===== src/rtl/core/assert_macros.svh =====
// ---------------------------------------------------------------------------
// Assertion macros
// Shared concurrent assertion wrappers for the RTL, clocked on clk and
// disabled while rst is high.
// ---------------------------------------------------------------------------
`ifndef ASSERT_MACROS_SVH
`define ASSERT_MACROS_SVH

// Check a property on every rising edge of clk outside reset
`define ASSERT_CLK(label, prop, msg) \
  label: assert property (@(posedge clk) disable iff (rst) (prop)) else $error(msg);

// Check that an antecedent implies a consequent in the same cycle
`define ASSERT_IMPLY(label, ante, cons, msg) \
  label: assert property (@(posedge clk) disable iff (rst) (ante) |-> (cons)) \
    else $error(msg);

`endif


===== src/rtl/core/bsda_pkg.sv =====
// ---------------------------------------------------------------------------
// bsda_pkg
// Types, constants and the per-digit helper of the signed BCD adder.
// ---------------------------------------------------------------------------
package bsda_pkg;

  // Number format
  localparam int INT_DIGITS  = 8;
  localparam int FRAC_DIGITS = 8;
  localparam int NIBBLES     = 16;
  localparam int DIGIT_SUM   = INT_DIGITS + FRAC_DIGITS;
  localparam int DIGITS      = (DIGIT_SUM > NIBBLES) ? NIBBLES :
                               ((DIGIT_SUM < 1) ? 1 : DIGIT_SUM);
  localparam int MAG_W       = 4 * NIBBLES;
  localparam int LO_NIBBLES  = NIBBLES / 2;
  localparam int HI_NIBBLES  = NIBBLES - LO_NIBBLES;
  localparam int LO_W        = 4 * LO_NIBBLES;
  localparam int HI_W        = 4 * HI_NIBBLES;

  localparam logic [MAG_W-1:0] ACTIVE_MASK =
    (DIGITS == NIBBLES) ? {MAG_W{1'b1}} :
    ((MAG_W'(1) << (4 * DIGITS)) - MAG_W'(1));

  localparam logic [4:0] RADIX = 5'd10;
  localparam logic [3:0] MAX_DIGIT = 4'd9;

  // Input transaction
  typedef struct packed {
    logic             a_negative;
    logic [MAG_W-1:0] a_magnitude;
    logic             b_negative;
    logic [MAG_W-1:0] b_magnitude;
  } operands_t;

  // Result transaction
  typedef struct packed {
    logic             sum_negative;
    logic [MAG_W-1:0] sum_magnitude;
    logic             overflow;
    logic             bad_digit;
  } result_t;

  // One decimal digit of add or subtract: returns {carry or borrow, digit}
  function automatic logic [4:0] digit_step(input logic [3:0] x,
                                            input logic [3:0] y,
                                            input logic       cin,
                                            input logic       sub);
    logic [4:0] t;
    logic [4:0] fix;
    logic       cout;
    if (sub) begin
      t    = {1'b0, x} - {1'b0, y} - {4'b0, cin};
      cout = t[4];
      fix  = cout ? (t + RADIX) : t;
    end else begin
      t    = {1'b0, x} + {1'b0, y} + {4'b0, cin};
      cout = (t >= RADIX);
      fix  = cout ? (t - RADIX) : t;
    end
    return {cout, fix[3:0]};
  endfunction

endpackage


===== src/rtl/core/bcd_signed_decimal_adder.sv =====
// ---------------------------------------------------------------------------
// bcd_signed_decimal_adder
// Sign plus packed BCD fixed-point adder/subtractor, four-stage pipeline.
// ---------------------------------------------------------------------------
// Takes one transaction per clock: busy stays low, so start may be held high
// every cycle. Each result is driven for a single cycle, with done high for
// that cycle, after the four register stages; results leave in input order.
// The four register stages are: operand masking, digit check and magnitude
// compare/swap; the low eight-digit decimal carry chain; the high eight-digit
// chain; zero detection, sign fix-up and the output register. The result
// side cannot be stalled, so the receiver must take every result as it comes.
// Equal signs add magnitudes; differing signs subtract the smaller magnitude
// from the larger and keep the sign of the larger. Zero is always positive.
module bcd_signed_decimal_adder (
  input  logic                clk,
  input  logic                rst,
  input  logic                start,
  output logic                busy,
  input  bsda_pkg::operands_t operands,
  output logic                done,
  output bsda_pkg::result_t   result
);

  `include "assert_macros.svh"

  // Stage 1 registers
  logic                            s1_valid;
  logic [bsda_pkg::MAG_W-1:0]      s1_x;
  logic [bsda_pkg::MAG_W-1:0]      s1_y;
  logic                            s1_sub;
  logic                            s1_neg;
  logic                            s1_bad;

  // Stage 2 registers
  logic                            s2_valid;
  logic [bsda_pkg::LO_W-1:0]       s2_lo;
  logic [bsda_pkg::HI_W-1:0]       s2_x_hi;
  logic [bsda_pkg::HI_W-1:0]       s2_y_hi;
  logic                            s2_carry;
  logic                            s2_sub;
  logic                            s2_neg;
  logic                            s2_bad;

  // Stage 3 registers
  logic                            s3_valid;
  logic [bsda_pkg::MAG_W-1:0]      s3_raw;
  logic                            s3_carry;
  logic                            s3_sub;
  logic                            s3_neg;
  logic                            s3_bad;

  // Stage 1 combinational
  logic [bsda_pkg::MAG_W-1:0]      a_m;
  logic [bsda_pkg::MAG_W-1:0]      b_m;
  logic                            a_ge_b;
  logic                            in_sub;
  logic                            in_bad;

  // Carry chains
  logic [bsda_pkg::LO_W-1:0]       lo_digits;
  logic                            lo_carry;
  logic [bsda_pkg::HI_W-1:0]       hi_digits;
  logic                            hi_carry;

  // Output stage
  logic [bsda_pkg::MAG_W-1:0]      mag_masked;
  logic                            ovf_next;

  assign busy = 1'b0;

  // Mask operands, flag non-decimal nibbles, compare magnitudes
  always_comb begin
    a_m    = operands.a_magnitude & bsda_pkg::ACTIVE_MASK;
    b_m    = operands.b_magnitude & bsda_pkg::ACTIVE_MASK;
    a_ge_b = (a_m >= b_m);
    in_sub = operands.a_negative ^ operands.b_negative;
    in_bad = 1'b0;
    for (int i = 0; i < bsda_pkg::NIBBLES; i++) begin
      if (a_m[4*i +: 4] > bsda_pkg::MAX_DIGIT || b_m[4*i +: 4] > bsda_pkg::MAX_DIGIT) begin
        in_bad = 1'b1;
      end
    end
  end

  // Stage 1: swap so the larger magnitude is the minuend
  always_ff @(posedge clk) begin
    if (rst) begin
      s1_valid <= 1'b0;
    end else begin
      s1_valid <= start && !busy;
    end
    s1_sub <= in_sub;
    s1_bad <= in_bad;
    if (in_sub && !a_ge_b) begin
      s1_x   <= b_m;
      s1_y   <= a_m;
      s1_neg <= operands.b_negative;
    end else begin
      s1_x   <= a_m;
      s1_y   <= b_m;
      s1_neg <= operands.a_negative;
    end
  end

  // Low half carry chain
  always_comb begin
    logic       c;
    logic [4:0] step;
    c         = 1'b0;
    lo_digits = '0;
    for (int i = 0; i < bsda_pkg::LO_NIBBLES; i++) begin
      step              = bsda_pkg::digit_step(s1_x[4*i +: 4], s1_y[4*i +: 4], c, s1_sub);
      lo_digits[4*i +: 4] = step[3:0];
      c                 = step[4];
    end
    lo_carry = c;
  end

  // Stage 2: hold low digits and carry, pass high operand halves
  always_ff @(posedge clk) begin
    if (rst) begin
      s2_valid <= 1'b0;
    end else begin
      s2_valid <= s1_valid;
    end
    s2_lo    <= lo_digits;
    s2_carry <= lo_carry;
    s2_x_hi  <= s1_x[bsda_pkg::MAG_W-1:bsda_pkg::LO_W];
    s2_y_hi  <= s1_y[bsda_pkg::MAG_W-1:bsda_pkg::LO_W];
    s2_sub   <= s1_sub;
    s2_neg   <= s1_neg;
    s2_bad   <= s1_bad;
  end

  // High half carry chain
  always_comb begin
    logic       c;
    logic [4:0] step;
    c         = s2_carry;
    hi_digits = '0;
    for (int i = 0; i < bsda_pkg::HI_NIBBLES; i++) begin
      step                = bsda_pkg::digit_step(s2_x_hi[4*i +: 4], s2_y_hi[4*i +: 4],
                                                 c, s2_sub);
      hi_digits[4*i +: 4] = step[3:0];
      c                   = step[4];
    end
    hi_carry = c;
  end

  // Stage 3: assemble the raw magnitude
  always_ff @(posedge clk) begin
    if (rst) begin
      s3_valid <= 1'b0;
    end else begin
      s3_valid <= s2_valid;
    end
    s3_raw   <= {hi_digits, s2_lo};
    s3_carry <= hi_carry;
    s3_sub   <= s2_sub;
    s3_neg   <= s2_neg;
    s3_bad   <= s2_bad;
  end

  // Drop inactive digits; a carry out of the top active digit flags overflow
  always_comb begin
    mag_masked = s3_raw & bsda_pkg::ACTIVE_MASK;
    if (bsda_pkg::DIGITS == bsda_pkg::NIBBLES) begin
      ovf_next = s3_carry && !s3_sub;
    end else begin
      ovf_next = (|(s3_raw & ~bsda_pkg::ACTIVE_MASK)) && !s3_sub;
    end
  end

  // Stage 4: output register, zero is positive
  always_ff @(posedge clk) begin
    if (rst) begin
      done <= 1'b0;
    end else begin
      done <= s3_valid;
    end
    result.sum_negative  <= s3_neg && (|mag_masked);
    result.sum_magnitude <= mag_masked;
    result.overflow      <= ovf_next;
    result.bad_digit     <= s3_bad;
  end

  // Every accepted transaction yields a result with done high
  `ASSERT_CLK(a_latency, (start && !busy) |-> ##4 done, "result missing after accept")
  // A zero magnitude never carries a negative sign
  `ASSERT_IMPLY(a_zero_pos, done && (result.sum_magnitude == '0), !result.sum_negative,
                "negative zero on result")
  // Overflow only comes from an addition of like signs
  `ASSERT_IMPLY(a_ovf_add, done && result.overflow,
                $past(operands.a_negative, 4) == $past(operands.b_negative, 4),
                "overflow on a subtraction")

endmodule

===== config.mk =====
export PLATFORM = sky130hd
export DESIGN_NAME = bcd_signed_decimal_adder
export DESIGN_NICKNAME = d
export VERILOG_FILES = /design/src/rtl/core/bsda_pkg.sv /design/src/rtl/core/bcd_signed_decimal_adder.sv
export VERILOG_INCLUDE_DIRS = /design/src /design/src/rtl/core
export SDC_FILE = /design/constraint.sdc
export NUM_CORES = 1
export LEC_CHECK = 0
export BUFFER_PORTS_ARGS = -buffer_cell sky130_fd_sc_hd__clkbuf_2
export CAP_MARGIN = 10
export CORE_UTILIZATION = 56
export CTS_BUF_LIST = sky130_fd_sc_hd__clkbuf_8
export CTS_CLUSTER_SIZE = 30
export DETAILED_ROUTE_END_ITERATION = 12
export PLACE_DENSITY = 0.84
export SYNTH_ARGS = -nofsm -noshare
export SYNTH_HDL_FRONTEND = slang
export SYNTH_SLANG_ARGS = --single-unit

===== constraint.sdc =====
create_clock -name clk -period 14.6 [get_ports clk]
set_input_delay 2.19 -clock clk [delete_from_list [all_inputs] [get_ports clk]]
set_output_delay 2.19 -clock clk [all_outputs]
set_load 0.005 [all_outputs]

* Yosys cells after proc, flatten, opt, wreduce, memory -nomap -nowiden *
Cells that the tools add are included.

storage, ports and cells
  flip-flop bits (word level) = 370
  output and inout port bits = 69
  word-level logic and storage cells = 260

cells by class
  add/sub/neg operators = 94
  order comparisons = 49
  mux-type cells = 68
  bitwise gates (word level) = 1
  reductions and logical operators = 23

operator list
  operator               number
  $mux W4                48
  $gt A4 B4 Y1 const B   32
  $mux W64               2
  $add A4 B4 Y5          16
  $ge A5 B4 Y1 const B   16
  $sub A4 B4 Y5          16
  $add A5 B1 Y5          15
  $sub A5 B1 Y5          15
  $add A4 B4 Y4 const B  16
  $ge A64 B64 Y1         1
  $reduce_or A64 Y1      1
  $sub A4 B4 Y4 const B  16
  $mux W1                18
  $logic_or A1 B1 Y1     16
  $reduce_or A15 Y1      1
  $logic_and A1 B1 Y1    3
  $logic_not A1 Y1       2
  $xor A1 B1 Y1          1

* Longest topological paths before layout *
  depth after elaboration = 26
  mapped depth = 73
  mapped depth without buffers = 73

* Worst setup path before layout *
OpenSTA, ideal clock, no wires.

  path kind = flip-flop to flip-flop
  start point = reg s2_x_hi[0] (netlist name)
  end point = reg s3_raw (netlist bit mag_masked[62])
  library setup time = 0.074 ns
  data arrival time = 14.943 ns
  required time = 14.526 ns
  path slack = -0.418 ns
  cell stages (with the launch flop) = 74
  path buffers = 0
  clock period less this slack = 15.018 ns
  cells stage by stage = dfxtp_1 > inv_1 > fa_1 > fa_1 > xnor2_1 > ha_1 > inv_1 > a31oi_1 > o21ai_0 > o21a_1 > inv_1 > fa_1 > fa_1 > xnor2_1 > ha_1 > inv_1 > a31oi_1 > o21ai_0 > (+38 left out) > fa_1 > fa_1 > xnor2_1 > ha_1 > inv_1 > a31oi_1 > o21ai_0 > o21a_1 > inv_1 > fa_1 > fa_1 > xnor2_1 > ha_1 > inv_1 > a31oi_1 > o21ai_0 > mux2_2 > o21ai_0

on the way
  longest elaborated chain between the ends = 26

RTL lines
  what                                            RTL line                         text
  start: declaration                              bcd_signed_decimal_adder.sv:37   logic [bsda_pkg::HI_W-1:0] s2_x_hi;
  start signal: assignment                        bcd_signed_decimal_adder.sv:128  s2_x_hi <= s1_x[bsda_pkg::MAG_W-1:bsda_pkg::LO_W];
  $add A4 B4 Y5                                   bsda_pkg.sv:56                   t = {1'b0, x} + {1'b0, y} + {4'b0, cin};
  $add A5 B1 Y5                                   bsda_pkg.sv:56
  $ge A5 B4 Y1                                    bsda_pkg.sv:57                   cout = (t >= RADIX);
  $mux W1 (*)                                     bsda_pkg.sv:51                   if (sub) begin
  $add A5 B1 Y5                                   bsda_pkg.sv:56
  $ge A5 B4 Y1                                    bsda_pkg.sv:57
  $mux W1 (*)                                     bsda_pkg.sv:51
  $add A5 B1 Y5                                   bsda_pkg.sv:56
  (+11 left out)                                  n/a
  $add A5 B1 Y5                                   bsda_pkg.sv:56
  $ge A5 B4 Y1                                    bsda_pkg.sv:57
  $mux W1 (*)                                     bsda_pkg.sv:51
  $add A5 B1 Y5 or $sub A5 B1 Y5 (tied branches)  bsda_pkg.sv:56, bsda_pkg.sv:52
  $sub A4 B4 Y4, or another cell as far along     bsda_pkg.sv:58                   fix = cout ? (t - RADIX) : t;
  $mux W4, on equally long branches               bsda_pkg.sv:58, bsda_pkg.sv:54
  $mux W4 (*)                                     bsda_pkg.sv:51
  net hi_digits, one bit                          bcd_signed_decimal_adder.sv:62   logic [bsda_pkg::HI_W-1:0] hi_digits;
  end signal: assignment                          bcd_signed_decimal_adder.sv:157  s3_raw <= {hi_digits, s2_lo};
  end: declaration                                bcd_signed_decimal_adder.sv:46   logic [bsda_pkg::MAG_W-1:0] s3_raw;

Mark *: on every way through the listed nets, which the timed path passes. The rest lies on a longest branch.
A chain may end at the register's enable or synchronous reset.

* Worst setup path in the final report *
  start point = reg s2_x_hi[0] (netlist name)
  end point = reg s3_raw (netlist bit mag_masked[61])

Same word-level chain as after synthesis.

==> results.ini <==
[floorplanning]
die_w_um=188
die_height_um=188
core-area_um2=33900
dieArea_um2=35500
boundaryPins=202
rows=67
initial_core_util_pct=57.4

[routing]
viasPerCell=5.21
routed-via-count=13600
drtIter0Drc=519
wl_mm=41.3
dr.pass1.iters=5
antenna_left=0
drc=0
wl_per_cell_um=15.9

[critical_path]
slowest_stage=fa_2
r2r_cells=74
cp-end-kind=flip-flop
crit_arrival_ns=14.77
cp_data_required_time_ns=15.16
slowest_delay_ns=0.44
crit_type=reg -> reg
path_max_fanout=3
critPathLaunchType=flip-flop

[global_routing]
gr-usage-all-layers_pct=23.0
grt_max_degree=66
first_global_vias=13900
grt_overflow=0
grt_pass1_wl_mm=66.0
grt_antenna_before_repair=1

[min_path]
min-delay-path-class=reg -> reg
hold_path_depth=0

[clocking]
clockBufferDepth=3
cts.clk_slew.worst_paths_ns=0.07
cts.sinks=370
clk_latency_ns=0.62
cts_root_buf=clkbuf_8
cts_buffers=57
cts_tree=done
h-tree-depth=2

[timing]
finalCriticalPeriod_ns=14.22
fin_setup_tns_ns=0
finalSetupViolCount=0
skew_ns=0.0462
hold_violations=0
finalCritPeriodShare_pct=97.4
tightest_slew_ns=1.07
timing.slew.headroom_pct=28.5
max_freq_ghz=0.0703
final_max_slew_viol_count=0

[logic_synthesis]
synth_seq_cells=370
synth_edf_count=0
async_flop_share_pct=0
yosysMostFrequentCell=dfxtp_1
netlist_top_cells_area=dfxtp_1 (38%), ha_1 (15%), mux2_4 (7.7%)
ys_types=48
syn_area_um2=19400
synth_commonest_cells=dfxtp_1 (370), inv_1 (284), ha_1 (239)
synth_top_area_share_pct=38.1
ys_seq_area_share_pct=38.1
synth_area_leader_cell=dfxtp_1
synthFlopType=dfxtp_1
avgSynthCellArea_um2=10.7
syn-instance-count=1823
yosysWarningCount=0
syn-num-nets=2257

[place]
numPortBuffers=200
gp_congestion=0.881
dp_hpwl_mm=31.9

[pwr]
power.leakage_nw=11.2
power.density_nw_per_um2=185
total_power_mw=4.20
ir_drop_mv=0.101

[run]
max_cap_viol_count=0

[final_layout]
fin_nets=2541
drive_gt1_share_pct=25.5
area_growth_pct=16.6
n_fill_cell=2470

[outcome]
status=complete, no violations

==> routing by layer <==
metal | GRT usage, % | part of all wire [%] | vias to the layer above
met2 | 40.9 | 49 | 367
li1 | - | - | 6634
met4 | 12.0 | 4.6 | 0
met1 | 26.6 | 41 | 6463
met3 | 3.78 | 5.0 | 103
met5 | 0 | 0 | -
==> cell type report <==
class	count	area, µm²	share of cell area [%]
clock buffers	79	1090	4.80
repair buffers	257	1430	6.31
diodes	1	2.50	0.0110
clock inverters	26	255	1.13
flip-flops and latches	370	7410	32.7
well taps	448	561	2.47
multi-input cells	1137	10800	47.9
inverters	284	1070	4.71
==> cells in the final DEF, fill, tap and decap left out, types with 9 or more instances in the layout <==
master / count
dfxtp_1: 368
inv_1: 291
ha_1: 230
clkbuf_2: 200
xnor2_1: 106
mux2_4: 100
o21ai_0: 98
a21oi_1: 86
clkbuf_8: 79
nand2_1: 62
nor2_1: 57
buf_4: 57
o21bai_1: 31
mux2_2: 31
fa_2: 31
fa_1: 31
nand2b_1: 25
xor2_1: 20
nand4_1: 20
mux2_1: 20
nor4_1: 18
a31oi_1: 17
mux2i_1: 17
o21ai_1: 16
nand3b_1: 15
o21a_1: 14
xnor2_2: 13
a21o_1: 11
o211ai_1: 11
clkinv_2: 11
ha_2: 9
==> worst paths after layout <==
check / endpoint / slack, ns / startpoint
max: mag_masked[61]$_DFF_P_ / 0.38 / s2_x_hi[0]$_DFF_P_
min: s2_y_hi[18]$_DFF_P_ / 0.30 / s1_y[50]$_DFF_P_
max reg2reg: mag_masked[61]$_DFF_P_ / 0.38 / s2_x_hi[0]$_DFF_P_
min reg2reg: s2_y_hi[18]$_DFF_P_ / 0.30 / s1_y[50]$_DFF_P_
==> critical path: cells and delay by family, from the launching register on <==
| family | cells | cell delay [ns] |
|---|---|---|
| buffers and inverters | 17 | 1.30 |
| flip-flops | 1 | 0.33 |
| adder cells (fa/ha/maj) | 24 | 7.73 |
| AO/OA/AOI/OAI | 25 | 3.46 |
| XOR/XNOR | 8 | 1.36 |
==> what timing repair did <==
item | CTS | global route
pin swaps | 6 | 23
setup endpoints to repair | 8 | 10
resized for setup | 22 | 45
buffers inserted | 4 | 18
hold buffers | 0 | 0
==> registers in the layout (all words and copies together) (netlist names), 32 cells and up <==
signal	cells
s2_x_hi	32
s1_x	64
s2_y_hi	32
s1_y	64
s2_lo	32
mag_masked	64
result	67
==> kinds of logic after synthesis <==
group / Yosys count / share of synthesized area [%]
AND/OR/NAND/NOR: 221 / 5.83
XOR/XNOR: 139 / 6.26
adder cells (fa/ha/maj): 301 / 21.8
other: 1 / 0.0193
buffers and inverters: 316 / 7.16
flip-flops: 370 / 38.1
AO/OA/AOI/OAI: 307 / 9.29
multiplexers: 168 / 11.6
==> where the power goes <==
group / internal (mW) / leakage, nW / switching (mW)
logic: 0.888 / 7.40 / 0.886
clock network: 0.571 / 0.724 / 0.402
registers: 1.32 / 3.12 / 0.138
total: 2.78 / 11.2 / 1.43
==> per-stage QoR <==
stage	hold slack (ns)	cell area [µm²]	util, %	std cells	worst slack [ns]
3_3_place_gp	0.310	20900	61.8	2474	0.0668
5_1_grt	0.300	22700	66.9	2602	-0.340
4_1_cts	0.307	22400	66.0	2583	0.0348
6_report	0.295	22700	66.9	2602	0.384
2_1_floorplan	0.310	19400	-	1823	-0.0355
3_5_place_dp	0.312	20900	61.8	2474	-0.534
Power figures use the tool's default switching activity.
